[src/design/qslerp_pkg.sv]
`timescale 1ns / 1ps
// ----------------------------------------------------------------------------
// qslerp_pkg
// Shared constants, types and the arctangent table of the slerp unit.
// ----------------------------------------------------------------------------
package qslerp_pkg;

  localparam int DOT_W  = 34;            // Q28 sum of four products
  localparam int DCL_W  = 29;            // clamped dot, at most 1.0 in Q28
  localparam int Q16_W  = 17;
  localparam int CFG_AW = 3;
  localparam int QDEPTH = 4;
  localparam int QPTR_W = 2;

  localparam logic [Q16_W-1:0] ONE_Q16      = 17'h10000;
  localparam logic [Q16_W-1:0] THRESH_RESET = 17'd65503;
  localparam logic [DCL_W-1:0] DOT_ONE      = 29'h1000_0000;
  localparam logic [0:0]       REG_THRESH   = 1'b0;

  typedef struct packed {
    logic full;
    logic empty;
  } qstat_t;

  // floor(atan(2^-i) * 2^30)
  function automatic logic [29:0] atan_q30(input int unsigned i);
    logic [29:0] r;
    case (i)
      0:  r = 30'd843314856;
      1:  r = 30'd497837829;
      2:  r = 30'd263043836;
      3:  r = 30'd133525158;
      4:  r = 30'd67021686;
      5:  r = 30'd33543515;
      6:  r = 30'd16775850;
      7:  r = 30'd8388437;
      8:  r = 30'd4194282;
      9:  r = 30'd2097149;
      10: r = 30'd1048575;
      11: r = 30'd524287;
      12: r = 30'd262143;
      13: r = 30'd131071;
      14: r = 30'd65535;
      15: r = 30'd32767;
      16: r = 30'd16383;
      17: r = 30'd8191;
      18: r = 30'd4095;
      19: r = 30'd2047;
      20: r = 30'd1023;
      21: r = 30'd511;
      22: r = 30'd255;
      23: r = 30'd127;
      24: r = 30'd63;
      25: r = 30'd31;
      26: r = 30'd15;
      27: r = 30'd7;
      28: r = 30'd3;
      29: r = 30'd1;
      default: r = 30'd0;
    endcase
    return r;
  endfunction

endpackage

[src/design/qslerp_front.sv]
`timescale 1ns / 1ps
// ----------------------------------------------------------------------------
// qslerp_front
// Takes input beats, forms the dot product, picks the short arc and the
// linear or trigonometric path, and pushes the classified item to the queue.
// ----------------------------------------------------------------------------
module qslerp_front #(
  parameter int CW = 16
) (
  input  logic                        clk,
  input  logic                        rst,
  input  logic                        in_valid,
  output logic                        in_stall,
  input  logic signed [CW-1:0]        a_x,
  input  logic signed [CW-1:0]        a_y,
  input  logic signed [CW-1:0]        a_z,
  input  logic signed [CW-1:0]        a_w,
  input  logic signed [CW-1:0]        b_x,
  input  logic signed [CW-1:0]        b_y,
  input  logic signed [CW-1:0]        b_z,
  input  logic signed [CW-1:0]        b_w,
  input  logic [16:0]                 blend,
  input  logic [16:0]                 thresh,
  input  qslerp_pkg::qstat_t          qstat,
  output logic                        push,
  output logic [9*CW+50:0]            push_data
);

  localparam int FRAC = CW - 2;
  localparam int SR   = (2 * FRAC >= 28) ? 2 * FRAC - 28 : 0;
  localparam int SL   = (2 * FRAC < 28) ? 28 - 2 * FRAC : 0;
  localparam int BW   = 2 * CW + 32;
  localparam int DW   = qslerp_pkg::DOT_W;
  localparam int B_LO = 4 * CW;
  localparam int D_LO = 8 * CW + 4;
  localparam int T_LO = D_LO + qslerp_pkg::DCL_W;
  localparam int L_BIT = T_LO + qslerp_pkg::Q16_W;

  logic signed [CW-1:0]   ain [4];
  logic signed [CW-1:0]   bin [4];
  logic                   f1v, f2v;
  logic signed [2*CW-1:0] prod [4];
  logic signed [CW-1:0]   fa [4];
  logic signed [CW-1:0]   fb [4];
  logic [16:0]            ft;
  logic                   f1_load, f2_load;

  logic signed [BW-1:0]   ext [4];
  logic signed [BW-1:0]   shf [4];
  logic signed [DW-1:0]   dsum;
  logic [DW-1:0]          absd;
  logic                   neg, lin;
  logic [qslerp_pkg::DCL_W-1:0] dcl;
  logic signed [CW:0]     bneg [4];
  logic [9*CW+50:0]       pk;

  assign ain = '{a_x, a_y, a_z, a_w};
  assign bin = '{b_x, b_y, b_z, b_w};

  assign push     = f2v && !qstat.full;
  assign f2_load  = !f2v || push;
  assign f1_load  = !f1v || f2_load;
  assign in_stall = !f1_load;

  always_ff @(posedge clk) begin
    if (rst) begin
      f1v <= 1'b0;
      f2v <= 1'b0;
    end else begin
      if (f1_load) begin
        f1v <= in_valid;
      end
      if (f2_load) begin
        f2v <= f1v;
      end
    end
  end

  always_ff @(posedge clk) begin
    if (f1_load && in_valid) begin
      for (int k = 0; k < 4; k++) begin
        prod[k] <= (2 * CW)'(ain[k]) * (2 * CW)'(bin[k]);
        fa[k]   <= ain[k];
        fb[k]   <= bin[k];
      end
      ft <= (blend > qslerp_pkg::ONE_Q16) ? qslerp_pkg::ONE_Q16 : blend;
    end
  end

  always_comb begin
    dsum = '0;
    for (int k = 0; k < 4; k++) begin
      ext[k] = BW'(prod[k]);
      shf[k] = (ext[k] <<< SL) >>> SR;
      dsum   = dsum + shf[k][DW-1:0];
    end
    neg  = dsum[DW-1];
    absd = neg ? DW'(-dsum) : DW'(dsum);
    lin  = absd > DW'({thresh, 12'd0});
    dcl  = (absd > DW'(qslerp_pkg::DOT_ONE)) ? qslerp_pkg::DOT_ONE
                                               : absd[qslerp_pkg::DCL_W-1:0];
    pk   = '0;
    for (int k = 0; k < 4; k++) begin
      bneg[k] = neg ? -(CW + 1)'(fb[k]) : (CW + 1)'(fb[k]);
      pk[k * CW +: CW]              = fa[k];
      pk[B_LO + k * (CW + 1) +: CW + 1] = bneg[k];
    end
    pk[D_LO +: qslerp_pkg::DCL_W] = dcl;
    pk[T_LO +: qslerp_pkg::Q16_W] = ft;
    pk[L_BIT]                     = lin;
  end

  always_ff @(posedge clk) begin
    if (f2_load && f1v) begin
      push_data <= pk;
    end
  end

endmodule

[config.mk]
export PLATFORM = sky130hd
export DESIGN_NAME = qslerp_front
export DESIGN_NICKNAME = d
export VERILOG_FILES = /design/src/design/qslerp_pkg.sv /design/src/design/qslerp_front.sv
export SDC_FILE = /design/constraint.sdc
export NUM_CORES = 2
export LEC_CHECK = 0
export BUFFER_PORTS_ARGS = -buffer_cell sky130_fd_sc_hd__buf_2
export CAP_MARGIN = 0
export CELL_PAD_IN_SITES_DETAIL_PLACEMENT = 0
export CELL_PAD_IN_SITES_GLOBAL_PLACEMENT = 2
export CORE_MARGIN = 8
export CORE_UTILIZATION = 35
export CTS_BUF_LIST = sky130_fd_sc_hd__clkbuf_4 sky130_fd_sc_hd__clkbuf_8
export CTS_CLUSTER_DIAMETER = 50
export DETAILED_ROUTE_END_ITERATION = 10
export HOLD_SLACK_MARGIN = 0.12
export PLACE_DENSITY_LB_ADDON = 0.3
export SLEW_MARGIN = 30
export SYNTH_ARGS = -nofsm -noshare
export SYNTH_HDL_FRONTEND = slang
export SYNTH_SLANG_ARGS = --single-unit
[constraint.sdc]
create_clock -name clk -period 29.4 [get_ports clk]
set_input_delay 7.35 -clock clk [delete_from_list [all_inputs] [get_ports clk]]
set_output_delay 7.35 -clock clk [all_outputs]
set_load 0.1 [all_outputs]
==> metrics <==
CP endpoint kind primary output; CTS Hold Buffers Added 0; fmax 64.4 MHz; initial core utilization 0.352; synthesized area per cell 10.4 sq um; non-filler instance count after layout 8,297; CTS tree yes; Port Buf Inserts 346; Synth area leaders fa_1 (37%), edfxtp_1 (23%), inv_1 (8.4%); Core Box Area 169,000 sq um; Hold Fails Final Rpt 0; HP Class flop to flop; Inst Count DP 8,126; via count 39,489; clock root cell clkbuf_8; largest net degree at the start of global routing 132; DRC Markers 0; status finished, final reports clean; GR Layer Usage met2 0.287; met3 GRT Util 0.0242; ratio of final minimum period to clock period 0.528; Fill cells 16,870; most frequent cells in the layout inv_1 (1,328), fa_1 (1,113), nand2_1 (638), edfxtp_1 (452), and2_1 (414); Crit Path Class primary input to primary output; most common cell after layout, fill and taps aside inv_1; drt wl/cell 18.6 microns; GP Congestion 0.812; Multi-input gate area 40,400 sq um; crit start category primary input; Final Util 0.387; post-layout min period 15.54 ns; Yosys reg bits 454; Async SR Flop Fraction 0; total setup buffers inserted after CTS 0; warning count from the yosys run 0; Layout area overhead 9.88%; setup ws final 13.86 ns; share of cells above drive strength 1 0.0937; Setup WS pre-CTS 13.85 ns; Worst Max-Slew Pin Slew 0.936 ns; Max Cap Viol 0; first-pass GRT wire length 249,000 microns; drt via density 4.76; setup TNS 0 ns; register area share after synthesis 0.228; Post-Route WL 154,000 microns; Num CTS Buffers 92; Clock Tree Buf Depth 3; RSZ-0062 raised after global routing no; Die Y 429 microns; vias in the first global route 43,743; Total GRT Usage 0.170; Max H-tree Level 3; CTS resizes 0; Iteration-0 DRC Markers 1,780; Die ar. 184,000 sq um; Yosys top cell by area fa_1; max-slew violation count 0; Rel. slew slack 0.372; Yosys top cell area share 0.373; Post-Syn Area 59,700 sq um; HPWL after DPL 125,000 microns; grt peak-use layer met2; met1 usage 0.234; clock slew at reported path FFs 0.06 ns; Critical Path RT 22.05 ns; remaining antenna violation count 0; GRT overflow 0; Post-Syn Instances 5,715; crit-path max FO 4; Num Clock Sinks 454; sequential cell area 13,600 sq um; Rows 151; Die Width 429 microns; top_reg_cell synth edfxtp_1; final setup skew 0.0359 ns; Setup-failing EPs final 0; initial antenna violation count 11; count of different cell masters after synthesis 90; IO Pins 364; Clk Latency, worst-skew pair 0.80 ns; First-pass DRT Iterations 5; nets@finish 7,664; Worst Path Arrival 8.19 ns; number of enable flip-flop cells after synthesis 452
[path summary, 6_finish.rpt]
path                   startpoint                        to  slack (ns)  cells past startpoint
max                      qstat[1]                  in_stall       13.86                      3
min            fa[0][3]$_DFFE_PP_    push_data[3]$_DFFE_PP_        0.41                      0
max reg2reg  prod[2][1]$_DFFE_PP_  push_data[178]$_DFFE_PP_       21.68                     26
min reg2reg    fa[0][3]$_DFFE_PP_    push_data[3]$_DFFE_PP_        0.41                      0
[state kept, by name, indices dropped and copies added, names as in the netlist]
signal / flops
fa: 64
f1v: 1
f2v: 1
push_data: 179
ft: 17
fb: 64
prod: 128
[kinds of logic (layout without fill, tap and decap cells)]
logic type | count (synthesis) | count (layout) | share of synthesized area
DFF | 454 | 454 | 0.228
other | 1 | 21 | 0.0000629
and+or+nand+nor | 1497 | 1497 | 0.126
xor gates and xnor gates | 248 | 248 | 0.0368
adders and majority gates | 1495 | 1495 | 0.454
muxes | 7 | 7 | 0.00120
AOI/OAI and AO/OA | 504 | 504 | 0.0573
buffers and inverters | 1509 | 1853 | 0.0966
[layer usage]
layer | up-vias | share of wire
met2 | 699 | 0.48
met5 | - | 0.00036
li1 | 18162 | -
met1 | 20460 | 0.46
met3 | 160 | 0.038
met4 | 8 | 0.020
[cells in the mapped netlist (62+ instances only)]
cell and count:
nand2b_1 80, xnor2_1 183, fa_1 1113, nand2_1 638, ha_1 382, xor2_1 62
edfxtp_1 452, nor2_1 120, and2_1 414, clkbuf_1 147, a21oi_1 127, inv_1 1328
o21ai_0 88
[through the flow]
stage	hold WS, ns	cell area [sq um]
floorplan	0.400	59700
global placement	0.401	63600
detailed placement	0.405	63600
CTS	0.412	65500
global route	0.419	65500
finish	0.413	65600
[layout make-up]
| cell class | count | share of cell area |
|---|---|---|
| Antenna cell | 5 | 0.000191 |
| Clock buffer | 121 | 0.0227 |
| Clock inverter | 45 | 0.00649 |
| Inverter | 1328 | 0.0760 |
| Multi-Input combinational cell | 3767 | 0.616 |
| Sequential cell | 454 | 0.208 |
| Tap cell | 2218 | 0.0423 |
| Timing Repair Buffer | 359 | 0.0282 |
[worst max-delay path: stages]
cell    delay [ns]
buf_2         0.13
and3_1        0.25
buf_2         0.46
Power is not shown: default switching activity piles up to over one toggle a cycle in this logic, so the estimate is an artifact.
