===== config.mk =====
export PLATFORM = sky130hd
export DESIGN_NAME = qslerp_queue
export DESIGN_NICKNAME = d
export VERILOG_FILES = /design/src/design/qslerp_pkg.sv /design/src/design/qslerp_queue.sv
export SDC_FILE = /design/constraint.sdc
export NUM_CORES = 1
export LEC_CHECK = 0
export ABC_CLOCK_PERIOD_IN_PS = 3200
export BUFFER_PORTS_ARGS = -buffer_cell sky130_fd_sc_hd__buf_2
export CAP_MARGIN = 20
export CORE_ASPECT_RATIO = 0.7
export CORE_MARGIN = 2
export CORE_UTILIZATION = 59
export DETAILED_ROUTE_END_ITERATION = 8
export GPL_TIMING_DRIVEN = 0
export PLACE_DENSITY_LB_ADDON = 0.12
export SLEW_MARGIN = 40
export SYNTH_ARGS = -nofsm -noshare
export SYNTH_HDL_FRONTEND = slang
export SYNTH_SLANG_ARGS = --single-unit

===== constraint.sdc =====
create_clock -name clk -period 3.2 [get_ports clk]
set_input_delay 0.16 -clock clk [delete_from_list [all_inputs] [get_ports clk]]
set_output_delay 0.16 -clock clk [all_outputs]
set_load 0.005 [all_outputs]

===== src/design/qslerp_pkg.sv =====
`timescale 1ns / 1ps
// ----------------------------------------------------------------------------
// qslerp_pkg
// Shared constants, types and the arctangent table of the slerp unit.
// ----------------------------------------------------------------------------
package qslerp_pkg;

  localparam int DOT_W  = 34;            // Q28 sum of four products
  localparam int DCL_W  = 29;            // clamped dot, at most 1.0 in Q28
  localparam int Q16_W  = 17;
  localparam int CFG_AW = 3;
  localparam int QDEPTH = 4;
  localparam int QPTR_W = 2;

  localparam logic [Q16_W-1:0] ONE_Q16      = 17'h10000;
  localparam logic [Q16_W-1:0] THRESH_RESET = 17'd65503;
  localparam logic [DCL_W-1:0] DOT_ONE      = 29'h1000_0000;
  localparam logic [0:0]       REG_THRESH   = 1'b0;

  typedef struct packed {
    logic full;
    logic empty;
  } qstat_t;

  // floor(atan(2^-i) * 2^30)
  function automatic logic [29:0] atan_q30(input int unsigned i);
    logic [29:0] r;
    case (i)
      0:  r = 30'd843314856;
      1:  r = 30'd497837829;
      2:  r = 30'd263043836;
      3:  r = 30'd133525158;
      4:  r = 30'd67021686;
      5:  r = 30'd33543515;
      6:  r = 30'd16775850;
      7:  r = 30'd8388437;
      8:  r = 30'd4194282;
      9:  r = 30'd2097149;
      10: r = 30'd1048575;
      11: r = 30'd524287;
      12: r = 30'd262143;
      13: r = 30'd131071;
      14: r = 30'd65535;
      15: r = 30'd32767;
      16: r = 30'd16383;
      17: r = 30'd8191;
      18: r = 30'd4095;
      19: r = 30'd2047;
      20: r = 30'd1023;
      21: r = 30'd511;
      22: r = 30'd255;
      23: r = 30'd127;
      24: r = 30'd63;
      25: r = 30'd31;
      26: r = 30'd15;
      27: r = 30'd7;
      28: r = 30'd3;
      29: r = 30'd1;
      default: r = 30'd0;
    endcase
    return r;
  endfunction

endpackage


===== src/design/qslerp_queue.sv =====
`timescale 1ns / 1ps
// ----------------------------------------------------------------------------
// qslerp_queue
// Short FIFO between the classifying front end and the arithmetic back end.
// ----------------------------------------------------------------------------
module qslerp_queue #(
  parameter int W = 8
) (
  input  logic                clk,
  input  logic                rst,
  input  logic                push,
  input  logic [W-1:0]        wdata,
  input  logic                pop,
  output logic [W-1:0]        rdata,
  output qslerp_pkg::qstat_t  stat
);

  logic [W-1:0]                  mem [qslerp_pkg::QDEPTH];
  logic [qslerp_pkg::QPTR_W-1:0] wp, rp;
  logic [qslerp_pkg::QPTR_W:0]   cnt;

  assign rdata      = mem[rp];
  assign stat.full  = (cnt == (qslerp_pkg::QPTR_W + 1)'(qslerp_pkg::QDEPTH));
  assign stat.empty = (cnt == '0);

  always_ff @(posedge clk) begin
    if (rst) begin
      wp  <= '0;
      rp  <= '0;
      cnt <= '0;
    end else begin
      if (push) begin
        wp <= wp + 1'b1;
      end
      if (pop) begin
        rp <= rp + 1'b1;
      end
      case ({push, pop})
        2'b10:   cnt <= cnt + 1'b1;
        2'b01:   cnt <= cnt - 1'b1;
        default: cnt <= cnt;
      endcase
    end
  end

  always_ff @(posedge clk) begin
    if (push) begin
      mem[wp] <= wdata;
    end
  end

endmodule


==> results.json, run 1 <==
{
  "status": "complete, no violations",
  "antenna_found_initial": 0,
  "crit_arrival_ns": 1.43,
  "switching_power_mw": 0.226,
  "port_buffers": 20,
  "yosysSeqAreaShare": 0.717,
  "vdd_drop_max_mv": 0.250,
  "ios": 22,
  "hpwl_um": 1590,
  "nets": 134,
  "top_usage_layer": "met2",
  "stdcell_count": 151,
  "finalHoldViolCount": 0,
  "dr.pass1.iters": 4,
  "cts_resized": 0,
  "dp_slack_ns": 1.55,
  "drv_cap": 0,
  "p_leak_nw": 0.665,
  "drt_iter0_drc": 30,
  "grt_pass1_wl_um": 3610,
  "r2r_start": "cnt[0]",
  "fin_skew_ns": 0.00380,
  "final_cell_mix": "32 x edfxtp_1, 20 x buf_2, 9 x dfxtp_1",
  "endpoint_kind": "primary output",
  "areaGrowthSynthToFinish_pct": 14.0,
  "antenna_left": 0,
  "clock_latency_ns": 0.28,
  "fin_area_sq_um": 1810,
  "grt_max_degree": 13,
  "cts_sinks": 41,
  "cp_slowest_cell": "mux4_2",
  "use_met1": 0.227,
  "synth_area_sq_um": 1590,
  "hold_path.class": "input pin to flop",
  "overflow": 0,
  "layout_commonest_cell": "edfxtp_1",
  "total_power_mw": 1.05,
  "clockRootBuffer": "clkbuf_8",
  "grt_pass1_vias": 738,
  "tightest_slew_ns": 0.435,
  "worst-endpoint-required_ns": 3.04,
  "drc_errors": 0,
  "crit_end": "rdata[0]",
  "coreArea_sq_um": 2510,
  "powerDensity_nw_per_um2": 577,
  "use_met3": 0.0588,
  "fmax_mhz": 629,
  "path_depth": 3,
  "final_core_util": 0.721,
  "die_h_um": 47.5,
  "fin_tns_setup_ns": 0,
  "synth_cell_types": 20,
  "cts_buffers": 5,
  "pwr-share-clk": 0.289,
  "relSlewSlack": 0.710,
  "cp_cell_sequence": "buf_6 -> mux4_2 -> buf_2",
  "setup_ws_ns": 1.61,
  "routed_wl_um": 2270,
  "htreeDepth": 2,
  "seqPwrFrac": 0.593,
  "regToRegSetupSlack_ns": 1.64,
  "post-cts-setup-buffers": 0,
  "rr_worst_depth": 5,
  "syn_avg_cell_area_sq_um": 17.9,
  "cts_tree": "built",
  "multi_input_area_sq_um": 408,
  "gp_congestion": 0.628,
  "rows": 15,
  "crit_buf_inv": 2,
  "vias": 804,
  "vias_per_cell": 5.32,
  "cp-start-kind": "flop",
  "crit_family": "multiplexers",
  "period_needed_ns": 1.59,
  "syn_nets": 107,
  "swShare": 0.216,
  "ys_seq_elements": 41,
  "initial_core_util": 0.633,
  "place_area_sq_um": 1730,
  "hold-worst-slack_ns": 0.0936,
  "fill_cells": 170,
  "yosysWarnings": 0,
  "setup_viol": 0,
  "dp_cells": 143,
  "cpPeakStageDelay_ns": 0.52,
  "die-area_sq_um": 3140,
  "cts.clk_slew.worst_paths_ns": 0.07,
  "clk_path_buf_depth": 2,
  "finalCritPeriodShare": 0.497,
  "antenna_cells": 0,
  "critical_path_peak_fanout": 8,
  "maxSlewViolCount": 0,
  "crit_type": "flop to primary output",
  "seqCellArea_sq_um": 1140,
  "drive_gt1_frac": 0.299,
  "use_met2": 0.265,
  "hold_buffers": 0,
  "reg2reg_to": "cnt[2]",
  "rsz0062_at_grt": "no",
  "track_usage": 0.172,
  "post_drt_wl_per_cell_um": 15.1,
  "p_int_mw": 0.821,
  "syn_inst": 89,
  "pwr-share-comb": 0.119,
  "die_w_um": 66.1
}
[flip-flops by register name, summed over array words and instances (netlist names), named ones only]
name,count
mem,32
wp,2
rp,2
cnt,3
[worst min-delay path by stage]
stage	start	to	slack, ns	cells after the start
2_1_floorplan	wdata[0]	mem[0][0]	0.26	0
3_3_place_gp	wdata[0]	mem[3][0]	0.37	1
3_5_place_dp	wdata[4]	mem[0][4]	0.38	1
4_1_cts	wdata[0]	mem[2][0]	0.09	1
5_1_grt	wdata[0]	mem[0][0]	0.09	1
6_report	wdata[0]	mem[2][0]	0.09	1
[cell usage after synthesis, drive strengths merged]
cell | number | area [sq um]
a21oi | 2 | 10.0
and2 | 4 | 25.0
and3 | 1 | 6.26
buf | 1 | 11.3
clkbuf | 2 | 8.75
dfxtp | 9 | 180
edfxtp | 32 | 961
fa | 1 | 20.0
ha | 5 | 62.6
inv | 6 | 22.5
mux2i | 1 | 10.0
mux4 | 8 | 180
nand2 | 1 | 3.75
nor2 | 8 | 30.0
nor3 | 1 | 5.00
o21ai | 1 | 5.00
or3 | 1 | 6.26
xnor2 | 2 | 17.5
xor2 | 3 | 26.3
[per-layer routing]
layer  vias up  wire length, um
li1        379                -
met1       391             1060
met2        30             1050
met3         4              132
met4         0               31
met5         -                0
[cell families after synthesis]
family | after synthesis | synth area share
buf+inv | 9 | 0.0267
mux | 9 | 0.119
fa+ha+maj | 6 | 0.0519
flops | 41 | 0.717
xor+xnor | 5 | 0.0275
simple gates | 16 | 0.0480
compound gates | 3 | 0.00943
[layout make-up]
cell class | count | share of cell area
Clock inverter | 1 | 0.00207
Timing Repair Buffer | 20 | 0.0552
Tap cell | 34 | 0.0234
Sequential cell | 41 | 0.629
Clock buffer | 7 | 0.0421
Inverter | 6 | 0.0124
Multi-Input combinational cell | 39 | 0.225
Buffer | 3 | 0.0110
[power by group through the flow]
stage / Clock [mW] / Sequential, mW / Combinational [mW]
after floorplan: 0 / 0.628 / 0.0820
after global placement: 0 / 0.630 / 0.123
after detailed placement: 0 / 0.632 / 0.126
after CTS: 0.309 / 0.620 / 0.127
after global routing: 0.331 / 0.624 / 0.140
final: 0.302 / 0.621 / 0.124
(Power assumes the default switching activity.)
==> run 2: changes to the inputs <==
ABC_AREA = 1   (was default)
ABC_CLOCK_PERIOD_IN_PS = 1620   (was 3200)
CORE_UTILIZATION = 55   (was 59)
clock period = 1.62 ns   (was 3.2 ns; I/O delays follow)
==> run 2 against run 1 <==
  * Synthesized area increased by 2.9%
  * Clock-buffer cell count decreased by 2
  * Cell count increased by 34%
  * Critical path depth increased by 2
  * Sequential share of layout area decreased by 4.4 points
  * Critical path type unchanged
  * Via count increased by 31%
  * Sequential cell count unchanged
  * Non-clock buffer count increased by 3
  * Synthesized cell count increased by 51%
  * Setup slack got worse by 1.5 ns
  * Largest cell class unchanged
==> results.json, run 2 <==
{
  "status": "complete, no violations",
  "dp_cells": 191,
  "die_w_um": 69.2,
  "cp-start-kind": "flop",
  "cpPeakStageDelay_ns": 0.38,
  "layout_commonest_cell": "edfxtp_1",
  "areaGrowthSynthToFinish_pct": 19.3,
  "vias_per_cell": 5.22,
  "coreArea_sq_um": 2820,
  "crit_type": "flop to primary output",
  "cts_tree": "built",
  "post_drt_wl_per_cell_um": 14.5,
  "track_usage": 0.192,
  "relSlewSlack": 0.745,
  "antenna_left": 0,
  "worst-endpoint-required_ns": 1.54,
  "final_cell_mix": "32 x edfxtp_1, 21 x buf_2, 18 x o21ai_0",
  "yosys-top-cells-count": "32 x edfxtp_1, 18 x o21ai_0, 17 x inv_1, 17 x nor2_1",
  "swShare": 0.212,
  "clk_path_buf_depth": 2,
  "crit_arrival_ns": 1.40,
  "path_depth": 5,
  "syn_nets": 152,
  "routed_wl_um": 2920,
  "synth_edf_count": 32,
  "synth_top_area_frac": 0.587,
  "powerDensity_nw_per_um2": 1230,
  "drc_errors": 0,
  "largest-register": "mem",
  "rr_worst_depth": 8,
  "synth_cell_types": 18,
  "fin_tns_setup_ns": 0,
  "vias": 1055,
  "hold_path.class": "input pin to flop",
  "clockRootBuffer": "clkbuf_8",
  "cts.clk_slew.worst_paths_ns": 0.07,
  "port_buffers": 21,
  "maxSlewViolCount": 0,
  "switching_power_mw": 0.509,
  "grt_pass1_wl_um": 4790,
  "drt_iter0_drc": 48,
  "die-area_sq_um": 3440,
  "synth.most_common_cell": "edfxtp_1",
  "use_met1": 0.237,
  "stdcell_count": 202,
  "fin_skew_ns": 0.00424,
  "die_h_um": 49.7,
  "synth_largest_area_cell": "edfxtp_1",
  "critical_path_peak_fanout": 10,
  "top_usage_layer": "met2",
  "clock_latency_ns": 0.29,
  "seqPwrFrac": 0.507,
  "ios": 22,
  "pwr-share-comb": 0.096,
  "netlist_top_cells_area": "edfxtp_1 59%, dfxtp_1 11%, o21ai_0 5.5%",
  "drv_cap": 0,
  "htreeDepth": 2,
  "dr.pass1.iters": 4,
  "cts_buffers": 5,
  "largest_reg_flops": 32,
  "p_int_mw": 1.89,
  "crit_family": "buffers and inverters",
  "antenna_found_initial": 0,
  "finalCritPeriodShare": 0.914,
  "drive_gt1_frac": 0.229,
  "synth_top_flop_cell": "edfxtp_1",
  "largestRegisters": "mem (32), cnt (3)",
  "initial_core_util": 0.580,
  "hold_depth": 1,
  "fmax_mhz": 676,
  "vdd_drop_max_mv": 0.776,
  "ys_async_sr_fraction": 0,
  "syn_inst": 134,
  "rows": 16,
  "syn_avg_cell_area_sq_um": 12.2,
  "rsz0062_at_grt": "no",
  "overflow": 0,
  "use_met2": 0.317,
  "nets": 183,
  "crit_buf_inv": 3,
  "cp_slowest_cell": "dfxtp_2",
  "pwr-share-clk": 0.397,
  "cts_sinks": 41,
  "antenna_cells": 0,
  "tightest_slew_ns": 0.382,
  "endpoint_kind": "primary output",
  "yosysWarnings": 0,
  "use_met3": 0.0818,
  "finalHoldViolCount": 0,
  "cp_cell_sequence": "inv_2 -> buf_6 -> nor2_1 -> o22ai_1 -> buf_2",
  "hpwl_um": 1960,
  "yosysSeqAreaShare": 0.697,
  "grt_max_degree": 14,
  "setup_viol": 0,
  "synth_area_sq_um": 1640,
  "ys_seq_elements": 41,
  "period_needed_ns": 1.48,
  "p_leak_nw": 0.795,
  "gp_congestion": 0.696,
  "grt_pass1_vias": 1056,
  "fill_cells": 190,
  "total_power_mw": 2.40
}
[run 2: power by group through the flow]
stage	combinational, mW	clock (mW)	sequential (mW)
6_report	0.231	0.953	1.22
5_1_grt	0.265	1.01	1.22
4_1_cts	0.232	0.965	1.22
3_5_place_dp	0.224	0	1.24
3_3_place_gp	0.213	0	1.24
2_1_floorplan	0.136	0	1.23
[run 2: through the flow]
step                utilization  hold slack (ns)  setup slack [ns]  instance area [sq um]
finish                    0.692          0.00846             0.140                   1950
global route              0.692          0.00400            0.0589                   1950
CTS                       0.691         0.000307            0.0565                   1950
detailed placement        0.633            0.300             0.240                   1790
global placement          0.633            0.292             0.262                   1790
floorplan                     -            0.180             0.411                   1640
[run 2: repair_timing]
item / CTS / global route
hold endpoints to repair: 10 / 0
hold buffers: 3 / 0
resized for setup: 0 / 2
setup buffers: 0 / 0
setup endpoints to repair: 0 / 5
[run 2: path summary, 6_finish.rpt]
check,start,endpoint,slack (ns)
setup / recovery,flop,rdata[7],0.14
hold / removal,wdata[2],mem[0][2],0.008
setup reg to reg,cnt[0],cnt[2],0.30
hold reg to reg,rp[1],flop,0.45
[run 2: logic make-up after synthesis]
logic type,Yosys count,synth area share
AND/OR/NAND/NOR,32,0.0802
buffers and inverters,20,0.0550
flip-flops,41,0.697
AO/OA/AOI/OAI,35,0.118
adder cells (fa/ha/maj),6,0.0504
[run 2: layer usage]
layer,part of all wire,vias up
met1,0.49,490
met3,0.052,2
met2,0.46,30
met5,0,-
met4,0.0021,0
li1,-,533
[run 2: final cells by class]
cell class                 instances  area (sq um)  share of cell area
tap                               36          45.0              0.0231
timing repair buffer              24           135              0.0692
buffer                             2          22.5              0.0115
inverter                          18          67.6              0.0346
sequential                        41          1140               0.585
clock buffer                       5          68.8              0.0352
clock inverter                     3          65.1              0.0333
multi-input combinational         73           407               0.208
